### src/rtl/clt_pkg.sv
// shared types, constants and the state/flag tables of the command line tokenizer
// used by the interfaces and by the top level; no dependencies
`timescale 1ns / 1ps

package clt_pkg;

   localparam int COUNT_WIDTH = 16;
   localparam int CHAR_WIDTH  = 8;
   localparam int WCNT_WIDTH  = 16;

   // flag bits of one table entry
   localparam logic [4:0] F_START = 5'h01;
   localparam logic [4:0] F_COPY  = 5'h02;
   localparam logic [4:0] F_EWORD = 5'h04;
   localparam logic [4:0] F_EVAR  = 5'h08;
   localparam logic [4:0] F_ECMD  = 5'h10;

   localparam logic [CHAR_WIDTH-1:0] CH_NUL   = 8'h00;
   localparam logic [CHAR_WIDTH-1:0] CH_SPACE = 8'h20;
   localparam logic [CHAR_WIDTH-1:0] CH_TAB   = 8'h09;
   localparam logic [CHAR_WIDTH-1:0] CH_LF    = 8'h0a;
   localparam logic [CHAR_WIDTH-1:0] CH_SQ    = 8'h27;
   localparam logic [CHAR_WIDTH-1:0] CH_DQ    = 8'h22;
   localparam logic [CHAR_WIDTH-1:0] CH_BSL   = 8'h5c;
   localparam logic [CHAR_WIDTH-1:0] CH_SEMI  = 8'h3b;
   localparam logic [CHAR_WIDTH-1:0] CH_DOLL  = 8'h24;

   typedef enum logic [2:0] {
      CLS_END   = 3'd0,
      CLS_BLANK = 3'd1,
      CLS_OTHER = 3'd2,
      CLS_SQ    = 3'd3,
      CLS_DQ    = 3'd4,
      CLS_BSL   = 3'd5,
      CLS_SEMI  = 3'd6,
      CLS_DOLL  = 3'd7
   } class_type;

   typedef enum logic [9:0] {
      ST_END   = 10'b00_0000_0001,
      ST_BLANK = 10'b00_0000_0010,
      ST_WORD  = 10'b00_0000_0100,
      ST_SQ    = 10'b00_0000_1000,
      ST_DQ    = 10'b00_0001_0000,
      ST_BSL   = 10'b00_0010_0000,
      ST_SEMI  = 10'b00_0100_0000,
      ST_VAR   = 10'b00_1000_0000,
      ST_EVAR  = 10'b01_0000_0000,
      ST_DQBSL = 10'b10_0000_0000
   } state_type;

   typedef struct packed {
      logic [CHAR_WIDTH-1:0] out_char;
      logic                  copy_flag;
      logic                  start_word;
      logic                  end_word;
      logic                  end_variable;
      logic                  end_command;
      logic                  string_done;
      logic [WCNT_WIDTH-1:0] word_count;
   } rsp_type;

   function automatic class_type classify(input logic [CHAR_WIDTH-1:0] ch);
      class_type cls;
      case (ch)
         CH_NUL:                  cls = CLS_END;
         CH_SPACE, CH_TAB, CH_LF: cls = CLS_BLANK;
         CH_SQ:                   cls = CLS_SQ;
         CH_DQ:                   cls = CLS_DQ;
         CH_BSL:                  cls = CLS_BSL;
         CH_SEMI:                 cls = CLS_SEMI;
         CH_DOLL:                 cls = CLS_DOLL;
         default:                 cls = CLS_OTHER;
      endcase
      return cls;
   endfunction

   // rows shared by the blank and after-semicolon states and, but for dollar, the word state
   function automatic state_type open_next(input class_type cls, input state_type on_blank);
      state_type nx;
      unique case (cls)
         CLS_END:   nx = ST_END;
         CLS_BLANK: nx = on_blank;
         CLS_OTHER: nx = ST_WORD;
         CLS_SQ:    nx = ST_SQ;
         CLS_DQ:    nx = ST_DQ;
         CLS_BSL:   nx = ST_BSL;
         CLS_SEMI:  nx = ST_SEMI;
         CLS_DOLL:  nx = ST_VAR;
         default:   nx = ST_END;
      endcase
      return nx;
   endfunction

   function automatic state_type next_state(input state_type st, input class_type cls);
      state_type nx;
      unique case (st)
         ST_END:   nx = ST_END;
         ST_WORD:  nx = (cls == CLS_DOLL) ? ST_WORD : open_next(cls, ST_BLANK);
         ST_SQ:    nx = (cls == CLS_END) ? ST_END : (cls == CLS_SQ) ? ST_WORD : ST_SQ;
         ST_DQ: begin
            case (cls)
               CLS_END: nx = ST_END;
               CLS_DQ:  nx = ST_WORD;
               CLS_BSL: nx = ST_DQBSL;
               default: nx = ST_DQ;
            endcase
         end
         ST_BSL:   nx = (cls == CLS_END) ? ST_END : ST_WORD;
         ST_SEMI:  nx = open_next(cls, ST_SEMI);
         ST_VAR: begin
            case (cls)
               CLS_END:   nx = ST_END;
               CLS_BLANK: nx = ST_BLANK;
               CLS_SEMI:  nx = ST_SEMI;
               default:   nx = ST_VAR;
            endcase
         end
         ST_EVAR:  nx = (cls == CLS_END) ? ST_END : ST_VAR;
         ST_DQBSL: nx = (cls == CLS_END) ? ST_END : ST_DQ;
         default:  nx = open_next(cls, ST_BLANK);
      endcase
      return nx;
   endfunction

   function automatic logic [4:0] open_flags(input class_type cls, input logic semi_ends);
      logic [4:0] fl;
      case (cls)
         CLS_END:   fl = F_ECMD;
         CLS_BLANK: fl = '0;
         CLS_OTHER: fl = F_START | F_COPY;
         CLS_SEMI:  fl = semi_ends ? F_ECMD : '0;
         default:   fl = F_START;
      endcase
      return fl;
   endfunction

   // word and variable rows differ only in the end mark
   function automatic logic [4:0] name_flags(input class_type cls, input logic [4:0] mark);
      logic [4:0] fl;
      case (cls)
         CLS_END:   fl = F_ECMD | mark;
         CLS_BLANK: fl = mark;
         CLS_OTHER: fl = F_COPY;
         CLS_SEMI:  fl = F_ECMD | mark;
         default:   fl = '0;
      endcase
      return fl;
   endfunction

   function automatic logic [4:0] flags_of(input state_type st, input class_type cls);
      logic [4:0] fl;
      unique case (st)
         ST_END:   fl = (cls == CLS_END) ? F_ECMD : '0;
         ST_WORD:  fl = name_flags(cls, F_EWORD);
         ST_SQ:    fl = (cls == CLS_END) ? (F_ECMD | F_EWORD) :
                        (cls == CLS_SQ) ? 5'(0) : F_COPY;
         ST_DQ:    fl = (cls == CLS_END) ? (F_ECMD | F_EWORD) :
                        (cls == CLS_DQ) ? 5'(0) : F_COPY;
         ST_BSL:   fl = (cls == CLS_END) ? (F_ECMD | F_EWORD) : F_COPY;
         ST_SEMI:  fl = open_flags(cls, 1'b0);
         ST_VAR:   fl = name_flags(cls, F_EVAR);
         ST_EVAR:  fl = (cls == CLS_END) ? (F_ECMD | F_EVAR) : F_COPY;
         ST_DQBSL: fl = (cls == CLS_END) ? (F_ECMD | F_EWORD) : F_COPY;
         default:  fl = open_flags(cls, 1'b1);
      endcase
      return fl;
   endfunction

endpackage

### src/rtl/clt_if.sv
// request and response channel interfaces of the command line tokenizer
// depends on clt_pkg for widths
`timescale 1ns / 1ps

interface clt_req_if
   import clt_pkg::*;
   ();
   logic                  valid;
   logic                  ready;
   logic [CHAR_WIDTH-1:0] char_in;

   modport source (output valid, output char_in, input ready);
   modport sink   (input valid, input char_in, output ready);
endinterface

interface clt_rsp_if
   import clt_pkg::*;
   ();
   logic                  valid;
   logic                  ready;
   logic [CHAR_WIDTH-1:0] out_char;
   logic                  copy_flag;
   logic                  start_word;
   logic                  end_word;
   logic                  end_variable;
   logic                  end_command;
   logic                  string_done;
   logic [WCNT_WIDTH-1:0] word_count;

   modport source (output valid, output out_char, output copy_flag, output start_word,
                   output end_word, output end_variable, output end_command,
                   output string_done, output word_count, input ready);
   modport sink   (input valid, input out_char, input copy_flag, input start_word,
                   input end_word, input end_variable, input end_command,
                   input string_done, input word_count, output ready);
endinterface

### src/rtl/command_line_tokenizer.sv
// command line tokenizer top level: classifier, state table, counter, output skid
// depends on clt_pkg and the channel interfaces in clt_if.sv
`timescale 1ns / 1ps

// Usage
//   req_ch carries one command string byte per word; byte 0 ends the string.
//   rsp_ch returns one word per byte: the byte when it is copied, the start,
//   end-of-word, end-of-variable and end-of-command marks, string done and
//   the running word count (words and names ended plus commands ended).
//   A taken byte's result goes to the output register, or to the skid register
//   if that one is still waiting; rsp_ch shows the output register. Throughput
//   is one byte per cycle while req_ch.ready is high, set by the state and
//   count registers, updated from a table lookup on state and byte class for
//   each byte taken. An output register and a one-word skid register sit behind
//   that logic, so a byte is still taken while a result waits; req_ch.ready
//   drops only when both hold a word: a byte came while the receiver stalled.
//   Byte 0 returns the parser to the blank state and clears the count.
//   Reset (synchronous) puts the parser in the blank state, clears the
//   count and empties both output registers; nothing else is cleared.

module command_line_tokenizer
   import clt_pkg::*;
   (
   input logic        clock,
   input logic        reset,
   clt_req_if.sink    req_ch,
   clt_rsp_if.source  rsp_ch
   );

   localparam logic [COUNT_WIDTH:0] COUNT_TOP = {1'b0, {COUNT_WIDTH{1'b1}}};

   state_type              state_ff, state_in;
   logic [COUNT_WIDTH-1:0] count_ff, count_in;
   rsp_type                out_ff, out_in, skid_ff, skid_in;
   logic                   out_vld_ff, out_vld_in, skid_vld_ff, skid_vld_in;

   class_type              cls;
   logic [4:0]             flags;
   logic [1:0]             bump;
   logic [COUNT_WIDTH:0]   count_sum;
   logic [COUNT_WIDTH-1:0] count_new;
   logic                   accept;
   logic                   out_take;
   rsp_type                res;

   assign accept   = req_ch.valid & req_ch.ready;
   assign out_take = out_vld_ff & rsp_ch.ready;
   assign req_ch.ready = ~skid_vld_ff;

   always_comb begin
      cls   = classify(req_ch.char_in);
      flags = flags_of(state_ff, cls);
      // a name end and a command end may both land on one byte
      bump  = 2'({1'b0, |(flags & (F_EWORD | F_EVAR))}) + 2'({1'b0, |(flags & F_ECMD)});
      count_sum = {1'b0, count_ff} + (COUNT_WIDTH+1)'(bump);
      count_new = (count_sum >= COUNT_TOP) ? COUNT_TOP[COUNT_WIDTH-1:0]
                                           : count_sum[COUNT_WIDTH-1:0];

      res.copy_flag    = |(flags & F_COPY);
      res.out_char     = res.copy_flag ? req_ch.char_in : '0;
      res.start_word   = |(flags & F_START);
      res.end_word     = |(flags & F_EWORD);
      res.end_variable = |(flags & F_EVAR);
      res.end_command  = |(flags & F_ECMD);
      res.string_done  = (cls == CLS_END);
      res.word_count   = WCNT_WIDTH'(count_new);

      state_in = state_ff;
      count_in = count_ff;
      if (accept) begin
         if (cls == CLS_END) begin
            state_in = ST_BLANK;
            count_in = '0;
         end else begin
            state_in = next_state(state_ff, cls);
            count_in = count_new;
         end
      end
   end

   // output register with one skid word behind it
   always_comb begin
      out_in      = out_ff;
      out_vld_in  = out_vld_ff;
      skid_in     = skid_ff;
      skid_vld_in = skid_vld_ff;
      if (out_take || !out_vld_ff) begin
         if (skid_vld_ff) begin
            out_in      = skid_ff;
            out_vld_in  = 1'b1;
            skid_vld_in = 1'b0;
         end else if (accept) begin
            out_in     = res;
            out_vld_in = 1'b1;
         end else begin
            out_vld_in = 1'b0;
         end
      end else if (accept) begin
         skid_in     = res;
         skid_vld_in = 1'b1;
      end
   end

   always_ff @(posedge clock) begin
      if (reset) begin
         state_ff    <= ST_BLANK;
         count_ff    <= '0;
         out_vld_ff  <= 1'b0;
         skid_vld_ff <= 1'b0;
      end else begin
         state_ff    <= state_in;
         count_ff    <= count_in;
         out_vld_ff  <= out_vld_in;
         skid_vld_ff <= skid_vld_in;
      end
   end

   always_ff @(posedge clock) begin
      out_ff  <= out_in;
      skid_ff <= skid_in;
   end

   assign rsp_ch.valid        = out_vld_ff;
   assign rsp_ch.out_char     = out_ff.out_char;
   assign rsp_ch.copy_flag    = out_ff.copy_flag;
   assign rsp_ch.start_word   = out_ff.start_word;
   assign rsp_ch.end_word     = out_ff.end_word;
   assign rsp_ch.end_variable = out_ff.end_variable;
   assign rsp_ch.end_command  = out_ff.end_command;
   assign rsp_ch.string_done  = out_ff.string_done;
   assign rsp_ch.word_count   = out_ff.word_count;

endmodule

### src/flat_wrapper.sv
// flat-port wrapper written by rule: the top's interface ports become plain ports
module command_line_tokenizer_flat import clt_pkg::*;
  (clock, reset, req_ch_valid, req_ch_char_in, req_ch_ready, rsp_ch_valid, rsp_ch_out_char, rsp_ch_copy_flag, rsp_ch_start_word, rsp_ch_end_word, rsp_ch_end_variable, rsp_ch_end_command, rsp_ch_string_done, rsp_ch_word_count, rsp_ch_ready);
  clt_req_if req_ch_i ();
  clt_rsp_if rsp_ch_i ();
  input logic clock;
  input logic reset;
  input wire logic [$bits(req_ch_i.valid)-1:0] req_ch_valid;
  input wire logic [$bits(req_ch_i.char_in)-1:0] req_ch_char_in;
  output wire logic [$bits(req_ch_i.ready)-1:0] req_ch_ready;
  output wire logic [$bits(rsp_ch_i.valid)-1:0] rsp_ch_valid;
  output wire logic [$bits(rsp_ch_i.out_char)-1:0] rsp_ch_out_char;
  output wire logic [$bits(rsp_ch_i.copy_flag)-1:0] rsp_ch_copy_flag;
  output wire logic [$bits(rsp_ch_i.start_word)-1:0] rsp_ch_start_word;
  output wire logic [$bits(rsp_ch_i.end_word)-1:0] rsp_ch_end_word;
  output wire logic [$bits(rsp_ch_i.end_variable)-1:0] rsp_ch_end_variable;
  output wire logic [$bits(rsp_ch_i.end_command)-1:0] rsp_ch_end_command;
  output wire logic [$bits(rsp_ch_i.string_done)-1:0] rsp_ch_string_done;
  output wire logic [$bits(rsp_ch_i.word_count)-1:0] rsp_ch_word_count;
  input wire logic [$bits(rsp_ch_i.ready)-1:0] rsp_ch_ready;
  assign req_ch_i.valid = req_ch_valid;
  assign req_ch_i.char_in = req_ch_char_in;
  assign req_ch_ready = req_ch_i.ready;
  assign rsp_ch_valid = rsp_ch_i.valid;
  assign rsp_ch_out_char = rsp_ch_i.out_char;
  assign rsp_ch_copy_flag = rsp_ch_i.copy_flag;
  assign rsp_ch_start_word = rsp_ch_i.start_word;
  assign rsp_ch_end_word = rsp_ch_i.end_word;
  assign rsp_ch_end_variable = rsp_ch_i.end_variable;
  assign rsp_ch_end_command = rsp_ch_i.end_command;
  assign rsp_ch_string_done = rsp_ch_i.string_done;
  assign rsp_ch_word_count = rsp_ch_i.word_count;
  assign rsp_ch_i.ready = rsp_ch_ready;
  command_line_tokenizer u_core (.clock(clock), .reset(reset), .req_ch(req_ch_i), .rsp_ch(rsp_ch_i));
endmodule
### config.mk
export PLATFORM = sky130hd
export DESIGN_NAME = command_line_tokenizer_flat
export DESIGN_NICKNAME = d
export VERILOG_FILES = /design/src/rtl/clt_pkg.sv /design/src/rtl/clt_if.sv /design/src/rtl/command_line_tokenizer.sv /design/src/flat_wrapper.sv
export SDC_FILE = /design/constraint.sdc
export NUM_CORES = 1
export LEC_CHECK = 0
export BUFFER_PORTS_ARGS = -buffer_cell sky130_fd_sc_hd__buf_4
export CAP_MARGIN = 5
export CELL_PAD_IN_SITES_DETAIL_PLACEMENT = 0
export CELL_PAD_IN_SITES_GLOBAL_PLACEMENT = 2
export CORE_ASPECT_RATIO = 1.1
export CORE_UTILIZATION = 35
export DETAILED_ROUTE_END_ITERATION = 16
export GPL_TIMING_DRIVEN = 1
export PLACE_DENSITY_LB_ADDON = 0.1
export SYNTH_ARGS = -nofsm -noshare
export SYNTH_HDL_FRONTEND = slang
export SYNTH_SLANG_ARGS = --single-unit
### constraint.sdc
create_clock -name clock -period 12.18 [get_ports clock]
set_input_delay 2.436 -clock clock [delete_from_list [all_inputs] [get_ports clock]]
set_output_delay 2.436 -clock clock [all_outputs]
set_load 0.05 [all_outputs]
==> results of run 1 <==
[per-layer routing]
metal  vias to the layer above  part of all wire  GRT usage
li1                       1561                 -          -
met4                         0            0.0072     0.0532
met5                         -                 0          0
met1                      1524              0.50      0.246
met2                        62              0.46      0.262
met3                         5             0.036     0.0310
[Yosys cell counts (all sizes together) (8+ instances only)]
cell type	n	share of area
edfxtp	60	0.41
nand2	33	0.028
a21oi	30	0.043
dfxtp	27	0.12
nor2	27	0.023
mux2	19	0.049
nand3	19	0.024
o21ai	19	0.022
nor3	18	0.020
buf	15	0.025
nand2b	13	0.019
clkbuf	10	0.0088
xnor2	10	0.020
mux2i	9	0.020
or3	9	0.015
inv	8	0.0068
[metrics by stage]
step	area, µm²	power [W]
floorplan	4400	0.000381
global placement	4800	0.000402
detailed placement	4800	0.000402
CTS	5100	0.000686
global route	5100	0.000702
finish	5100	0.000677
[flip-flops by register name, indices dropped and copies added (netlist names), 8 cells and up]
signal	count
u_core.skid_ff	30
u_core.count_ff	16
u_core.rsp_ch.word_count	16
u_core.state_ff	9
u_core.rsp_ch.out_char	8
[final cells by class]
| cell class | count | share of cell area |
|---|---|---|
| inverters | 8 | 0.00589 |
| clock buffers | 9 | 0.0441 |
| repair buffers | 47 | 0.0692 |
| flip-flops and latches | 87 | 0.459 |
| multi-input cells | 283 | 0.369 |
| well taps | 154 | 0.0378 |
| clock inverters | 7 | 0.0154 |
[logic make-up after synthesis]
| group | count (synthesis) |
|---|---|
| simple gates | 161 |
| flops | 87 |
| compound gates | 79 |
| buf+inv | 33 |
| mux | 28 |
| xor+xnor | 13 |
| fa+ha+maj | 2 |
[critical path, cell delays in order]
cell	delay, ps
buf_4	120
or4_1	570
or3_1	530
inv_2	210
nand2_1	90
o41ai_2	80
nand2b_1	180
fa_1	240
ha_1	270
nand3_1	180
or3_4	400
or3_1	680
o21ai_0	250
mux2_2	210
[where the power goes]
group	total, W	internal, W	switching (W)
clock	0.000282	0.000161	0.000121
combinational	0.0000653	0.0000194	0.0000458
sequential	0.000329	0.000326	0.00000347
[worst min path at each step]
stage,from,to,slack [ps],depth (start not counted)
6_report,u_core.count_ff[15],u_core.count_ff[15],500,2
5_1_grt,u_core.skid_ff[18],u_core.rsp_ch.end_variable,550,2
4_1_cts,u_core.count_ff[15],u_core.count_ff[15],510,2
3_5_place_dp,u_core.count_ff[15],u_core.count_ff[15],500,2
3_3_place_gp,u_core.count_ff[15],u_core.count_ff[15],490,2
2_1_floorplan,u_core.count_ff[15],u_core.count_ff[15],470,2
==> flow_summary.html, run 1 <==
<table>
<tr><th>Metric</th><th>Value</th></tr>
<tr><th colspan="2">Timing</th></tr>
<tr><td>Number of hold-slack violations in the final timing report</td><td>0</td></tr>
<tr><td>Endpoints failing setup</td><td>0</td></tr>
<tr><td>FMAX</td><td>160 MHz</td></tr>
<tr><td>Final worst path period share</td><td>0.513</td></tr>
<tr><td>Final-report max-slew violation count</td><td>0</td></tr>
<tr><td>Final min period</td><td>between 6000 and 7000 ps</td></tr>
<tr><td>Setup tns final</td><td>0 ps</td></tr>
<tr><td>Slew at the pin closest to its max-slew limit</td><td>around 940 ps</td></tr>
<tr><td>Rel. slew slack</td><td>0.372</td></tr>
<tr><td>Final worst clock skew</td><td>a little over 8 ps</td></tr>
<tr><td>Worst Slack Setup Final</td><td>~5900 ps</td></tr>
<tr><td>Setup repair after global routing missed its margin</td><td>false</td></tr>
<tr><td>Min Hold Slack</td><td>503 ps</td></tr>
<tr><th colspan="2">Floorplanning</th></tr>
<tr><td># rows</td><td>42</td></tr>
<tr><td>Full die area</td><td>roughly 13000 µm²</td></tr>
<tr><td>Initial standard-cell utilization of the core</td><td>0.362</td></tr>
<tr><td>Width of the die</td><td>roughly 110 µm</td></tr>
<tr><td>Height of the die</td><td>between 100 and 150 µm</td></tr>
<tr><td>CORE AREA</td><td>about 12000 µm²</td></tr>
<tr><td>Total I/O pin count</td><td>44</td></tr>
<tr><th colspan="2">Placement</th></tr>
<tr><td>Placed cells</td><td>a little under 600</td></tr>
<tr><td>Weighted congestion at the end of routability-driven global placement</td><td>just under 0.8</td></tr>
<tr><td>Half-perimeter wire length after detailed placement</td><td>roughly 7000 µm</td></tr>
<tr><td>DP Worst Slack</td><td>5550 ps</td></tr>
<tr><td>Port bufs</td><td>between 40 and 50</td></tr>
<tr><th colspan="2">Routing</th></tr>
<tr><td>Number of nets with antenna violations after detailed routing</td><td>0</td></tr>
<tr><td>DRC violations left</td><td>0</td></tr>
<tr><td>Final wirelength</td><td>10200 µm</td></tr>
<tr><td>Via-to-Cell Ratio</td><td>roughly 5.3</td></tr>
<tr><td>First drt pass iteration count</td><td>4</td></tr>
<tr><td>DR WL/cell</td><td>17.2 µm</td></tr>
<tr><td>Drt first-iter violations</td><td>280</td></tr>
<tr><td>Total vias in the final route</td><td>3152</td></tr>
<tr><th colspan="2">GRT</th></tr>
<tr><td>Wire length of the first global-routing pass</td><td>about 17000 µm</td></tr>
<tr><td>Antenna violations before repair</td><td>0</td></tr>
<tr><td>Total Routing Usage GR</td><td>0.172</td></tr>
<tr><td>Pin count of the biggest net entering global routing</td><td>31</td></tr>
<tr><td>Vias in the first global route</td><td>~3100</td></tr>
<tr><td>Total gr overflow</td><td>0</td></tr>
<tr><th colspan="2">Finish</th></tr>
<tr><td>Number of diodes added for antenna fixing</td><td>0</td></tr>
<tr><td>Ratio of cells with drive above 1 in the final layout</td><td>0.238</td></tr>
<tr><td>Signed area change from the synthesized netlist to the final layout</td><td>16.1%</td></tr>
<tr><td>Area taken by multi-input logic gates</td><td>approximately 1900 µm²</td></tr>
<tr><td>Number of filler instances in the final layout</td><td>1193</td></tr>
<tr><td>Highest-count cells in the layout ignoring fill and taps</td><td>60 x edfxtp_1, 47 x buf_4, 33 x nand2_1</td></tr>
<tr><td>Most common cell after layout, fill and taps aside</td><td>edfxtp_1</td></tr>
<tr><td>Non-filler instance count after layout</td><td>595</td></tr>
<tr><td>Area taken by flip-flops and latches</td><td>2340 µm²</td></tr>
<tr><td>Fin nets</td><td>between 400 and 500</td></tr>
<tr><td>Final standard cell utilization of the core</td><td>0.420</td></tr>
<tr><th colspan="2">Yosys</th></tr>
<tr><td>Synth async-reset ratio</td><td>0</td></tr>
<tr><td>Largest family of logic cells by synthesized area</td><td>simple AND/OR/NAND/NOR gates</td></tr>
<tr><td>Synth Area in Compound Gates</td><td>0.124</td></tr>
<tr><td>Simple-gate share of the synthesized area</td><td>0.200</td></tr>
<tr><td>Post-synthesis share of cell area spent on full adders, half adders and majority gates</td><td>0.00740</td></tr>
<tr><td>Synthesized netlist cell count</td><td>403</td></tr>
<tr><td>Register bit count reported by yosys</td><td>87</td></tr>
<tr><td>Post-synthesis sequential area ratio</td><td>0.533</td></tr>
<tr><td>Area share of xor/xnor cells in the synthesized design</td><td>0.0259</td></tr>
<tr><td>Predominant post-synthesis flop cell</td><td>edfxtp_1</td></tr>
<tr><td>Net count of the mapped netlist</td><td>roughly 420</td></tr>
<tr><td>Number of flops mapped to enable cells by yosys</td><td>60</td></tr>
<tr><td>Multiplexer share of the synthesized area</td><td>0.0692</td></tr>
<tr><td>Yosys cell types</td><td>just over 60</td></tr>
<tr><td>Warnings from Yosys</td><td>0</td></tr>
<tr><td>Mean instance size in the synthesized netlist</td><td>10.9 µm²</td></tr>
<tr><td>Synth Cell Area</td><td>4400 µm²</td></tr>
<tr><th colspan="2">Critical path</th></tr>
<tr><td>Category of the worst setup path capture point</td><td>register</td></tr>
<tr><td>Startpoint types</td><td>input port</td></tr>
<tr><td>Critical path fanouts, max</td><td>19</td></tr>
<tr><td>Critical Path End</td><td>u_core.rsp_ch.word_count[10]</td></tr>
<tr><td>Source of the worst register-to-register timing path</td><td>u_core.state_ff[4]</td></tr>
<tr><td>Reg-to-reg endpoint</td><td>u_core.rsp_ch.word_count[10]</td></tr>
<tr><td>Worst EP required</td><td>12390 ps</td></tr>
<tr><td>Critical path arrival</td><td>between 6000 and 7000 ps</td></tr>
<tr><td>Kind of critical path</td><td>in2reg</td></tr>
<tr><td>Setup slack of the most critical reg-to-reg path</td><td>slightly below 8000 ps</td></tr>
<tr><td>Worst Setup SP</td><td>req_ch_char_in[4]</td></tr>
<tr><td>R2R depth</td><td>12</td></tr>
<tr><th colspan="2">Power</th></tr>
<tr><td>Power density relative to cell area</td><td>between 100 and 150 nW/µm²</td></tr>
<tr><td>P_leak</td><td>roughly 1.8 nW</td></tr>
<tr><td>Largest voltage drop on the vdd net</td><td>about 0.053 mV</td></tr>
<tr><th colspan="2">Clock tree</th></tr>
<tr><td>Number of clock sinks</td><td>just under 90</td></tr>
<tr><td>Post-CTS setup repair buffer count</td><td>0</td></tr>
<tr><td>CTS clock-pin slew for the worst setup and hold paths</td><td>about 70 ps</td></tr>
<tr><td>Number of cells upsized or downsized after cts</td><td>0</td></tr>
<tr><td>Clock latency on the worst-skew pair</td><td>~330 ps</td></tr>
<tr><td># hold bufs at CTS</td><td>0</td></tr>
<tr><td>Maximum clock insertion buffer count</td><td>2</td></tr>
<tr><td>CTS root buffer</td><td>clkbuf_16</td></tr>
<tr><td>TritonCTS Buffers</td><td>9</td></tr>
<tr><td>CTS tree</td><td>yes</td></tr>
<tr><td>Max H-tree Level</td><td>3</td></tr>
<tr><th colspan="2">Min path</th></tr>
<tr><td>Min-delay worst type</td><td>reg2reg</td></tr>
<tr><th colspan="2">Job</th></tr>
<tr><td>Count of max-cap constraint violations</td><td>0</td></tr>
<tr><th colspan="2">Status</th></tr>
<tr><td>Outcome</td><td>finished clean</td></tr>
</table>
Power figures use the tool's default switching activity.
==> run 2, diff against run 1 <==
==> constraint.sdc (replaced) <==
create_clock -name clock -period 5 [get_ports clock]
set_input_delay 1 -clock clock [delete_from_list [all_inputs] [get_ports clock]]
set_output_delay 1 -clock clock [all_outputs]
set_load 0.05 [all_outputs]
==> flow_summary.html, run 2 (synthesized netlist as in run 1, its figures left out) <==
<table>
<tr><th>Metric</th><th>Value</th></tr>
<tr><th colspan="2">Min path</th></tr>
<tr><td>Capture endpoint of the worst hold path</td><td>u_core.count_ff[15]</td></tr>
<tr><td>Hold path startpoint</td><td>u_core.count_ff[15]</td></tr>
<tr><td>Number of cells on the worst hold path</td><td>2</td></tr>
<tr><td>Min-delay worst type</td><td>reg2reg</td></tr>
<tr><th colspan="2">Routing</th></tr>
<tr><td>Number of nets with antenna violations after detailed routing</td><td>0</td></tr>
<tr><td>DRC violations left</td><td>0</td></tr>
<tr><td>First drt pass iteration count</td><td>4</td></tr>
<tr><td>Total vias in the final route</td><td>between 3000 and 4000</td></tr>
<tr><td>Drt first-iter violations</td><td>roughly 190</td></tr>
<tr><td>Final wirelength</td><td>10200 µm</td></tr>
<tr><td>Via-to-Cell Ratio</td><td>~5.4</td></tr>
<tr><td>DR WL/cell</td><td>around 17 µm</td></tr>
<tr><th colspan="2">Floorplanning</th></tr>
<tr><td># rows</td><td>42</td></tr>
<tr><td>Height of the die</td><td>120 µm</td></tr>
<tr><td>Width of the die</td><td>109 µm</td></tr>
<tr><td>Initial standard-cell utilization of the core</td><td>0.362</td></tr>
<tr><td>CORE AREA</td><td>between 10000 and 15000 µm²</td></tr>
<tr><td>Full die area</td><td>13000 µm²</td></tr>
<tr><td>Total I/O pin count</td><td>between 40 and 50</td></tr>
<tr><th colspan="2">Finish</th></tr>
<tr><td>Signed area change from the synthesized netlist to the final layout</td><td>17.0%</td></tr>
<tr><td>Highest-count cells in the layout ignoring fill and taps</td><td>60 x edfxtp_1, 54 x buf_4, 33 x nand2_1</td></tr>
<tr><td>Final non-filler cell area</td><td>~5000 µm²</td></tr>
<tr><td>Final standard cell utilization of the core</td><td>0.424</td></tr>
<tr><td>Most common cell after layout, fill and taps aside</td><td>edfxtp_1</td></tr>
<tr><td>Number of diodes added for antenna fixing</td><td>0</td></tr>
<tr><td>Flip-flop count of the largest register after layout</td><td>30</td></tr>
<tr><td>Most flops, register</td><td>u_core.skid_ff</td></tr>
<tr><td>Number of filler instances in the final layout</td><td>1197</td></tr>
<tr><td>Ratio of cells with drive above 1 in the final layout</td><td>0.248</td></tr>
<tr><td>Fin nets</td><td>about 460</td></tr>
<tr><th colspan="2">Timing</th></tr>
<tr><td>FMAX</td><td>~230 MHz</td></tr>
<tr><td>Setup tns final</td><td>0 ps</td></tr>
<tr><td>Slew at the pin closest to its max-slew limit</td><td>871 ps</td></tr>
<tr><td>Worst Slack Setup Final</td><td>~630 ps</td></tr>
<tr><td>Final-report max-slew violation count</td><td>0</td></tr>
<tr><td>Min Hold Slack</td><td>508 ps</td></tr>
<tr><td>Rel. slew slack</td><td>0.417</td></tr>
<tr><td>Final min period</td><td>~4400 ps</td></tr>
<tr><td>Final worst path period share</td><td>0.873</td></tr>
<tr><td>Endpoints failing setup</td><td>0</td></tr>
<tr><td>Setup repair after global routing missed its margin</td><td>false</td></tr>
<tr><td>Number of hold-slack violations in the final timing report</td><td>0</td></tr>
<tr><td>Final worst clock skew</td><td>11.3 ps</td></tr>
<tr><th colspan="2">Clock tree</th></tr>
<tr><td>Maximum clock insertion buffer count</td><td>2</td></tr>
<tr><td># hold bufs at CTS</td><td>0</td></tr>
<tr><td>Number of clock sinks</td><td>87</td></tr>
<tr><td>TritonCTS Buffers</td><td>9</td></tr>
<tr><td>Max H-tree Level</td><td>3</td></tr>
<tr><td>CTS root buffer</td><td>clkbuf_16</td></tr>
<tr><td>Post-CTS setup repair buffer count</td><td>0</td></tr>
<tr><td>CTS clock-pin slew for the worst setup and hold paths</td><td>~70 ps</td></tr>
<tr><td>CTS tree</td><td>yes</td></tr>
<tr><td>Clock latency on the worst-skew pair</td><td>340 ps</td></tr>
<tr><td>Number of cells upsized or downsized after cts</td><td>0</td></tr>
<tr><th colspan="2">GRT</th></tr>
<tr><td>Pin count of the biggest net entering global routing</td><td>31</td></tr>
<tr><td>Wire length of the first global-routing pass</td><td>16400 µm</td></tr>
<tr><td>Total Routing Usage GR</td><td>0.166</td></tr>
<tr><td>Antenna violations before repair</td><td>0</td></tr>
<tr><td>Total gr overflow</td><td>0</td></tr>
<tr><td>Vias in the first global route</td><td>slightly above 3000</td></tr>
<tr><th colspan="2">Power</th></tr>
<tr><td>Power density relative to cell area</td><td>roughly 320 nW/µm²</td></tr>
<tr><td>P_leak</td><td>roughly 1.9 nW</td></tr>
<tr><td>Largest voltage drop on the vdd net</td><td>between 0.15 and 0.2 mV</td></tr>
<tr><th colspan="2">Critical path</th></tr>
<tr><td>Reg-to-reg endpoint</td><td>u_core.count_ff[4]</td></tr>
<tr><td>Source of the worst register-to-register timing path</td><td>u_core.state_ff[4]</td></tr>
<tr><td>Setup slack of the most critical reg-to-reg path</td><td>870 ps</td></tr>
<tr><td>Category of the worst setup path capture point</td><td>register</td></tr>
<tr><td>Worst EP required</td><td>about 5300 ps</td></tr>
<tr><td>Crit path largest cell delay</td><td>about 570 ps</td></tr>
<tr><td>Startpoint types</td><td>input port</td></tr>
<tr><td>Kind of critical path</td><td>in2reg</td></tr>
<tr><td>Library cell contributing the largest single delay on the critical path</td><td>or4_1</td></tr>
<tr><td>Critical path arrival</td><td>~4600 ps</td></tr>
<tr><td>Chain of cells forming the critical path</td><td>buf_4, nand3b_1, or4_1, a21boi_1, o41ai_2, nand2b_1, fa_1, ha_1, nand3_1, or3_4, or3_1, buf_4, nand3_1, a21oi_1, nor3_1</td></tr>
<tr><td>Critical path fanouts, max</td><td>15</td></tr>
<tr><td>R2R depth</td><td>14</td></tr>
<tr><th colspan="2">Job</th></tr>
<tr><td>Count of max-cap constraint violations</td><td>0</td></tr>
<tr><th colspan="2">Placement</th></tr>
<tr><td>Weighted congestion at the end of routability-driven global placement</td><td>around 0.77</td></tr>
<tr><td>Half-perimeter wire length after detailed placement</td><td>slightly above 7000 µm</td></tr>
<tr><td>Post-Place Cell Area</td><td>between 4000 and 5000 µm²</td></tr>
<tr><td>DP Worst Slack</td><td>between 200 and 300 ps</td></tr>
<tr><td>Port bufs</td><td>43</td></tr>
<tr><th colspan="2">Status</th></tr>
<tr><td>Outcome</td><td>finished clean</td></tr>
</table>
run 2: how the worst max path moves through the flow:
| stage | from | to | slack [ps] | depth (start not counted) |
|---|---|---|---|---|
| floorplan | req_ch_char_in[4] | u_core.rsp_ch.word_count[6] | 620 | 16 |
| global placement | req_ch_char_in[7] | u_core.rsp_ch.word_count[1] | 330 | 14 |
| detailed placement | req_ch_char_in[7] | u_core.rsp_ch.word_count[1] | 290 | 14 |
| CTS | req_ch_char_in[7] | u_core.rsp_ch.word_count[1] | 620 | 14 |
| global route | req_ch_char_in[4] | u_core.count_ff[4] | 340 | 16 |
| finish | req_ch_char_in[7] | u_core.count_ff[4] | 630 | 15 |
run 2: critical path, delay by kind of cell:
family / cells / cell delay, ps
adders and majority gates: 2 / 420
buffers and inverters: 2 / 360
and+or+nand+nor: 8 / 2120
AOI/OAI and AO/OA: 3 / 700
run 2: per-stage QoR:
stage / cells / power [W]
after floorplan: 403 / 0.000927
after global placement: 586 / 0.000979
after detailed placement: 586 / 0.000979
after CTS: 602 / 0.00165
after global routing: 602 / 0.00169
final: 602 / 0.00162
run 2: where the power goes:
part           switching, W  leakage [nW]  internal [W]
sequential       0.00000828         0.771      0.000793
clock              0.000310         0.146      0.000353
combinational      0.000111         0.951     0.0000483
run 2: area by class of cell:
cell class | count | area (µm²) | share of cell area
Multi-Input combinational cell | 283 | 1880 | 0.365
Clock buffer | 9 | 225 | 0.0438
Timing Repair Buffer | 54 | 405 | 0.0788
Inverter | 8 | 30.0 | 0.00584
Clock inverter | 7 | 71.3 | 0.0139
Sequential cell | 87 | 2340 | 0.455
Tap cell | 154 | 193 | 0.0375
run 2: layer usage:
metal,track usage,routed length (µm)
met3,0.0217,241
met2,0.253,4660
met4,0.0600,130
met5,0,0
met1,0.240,5190
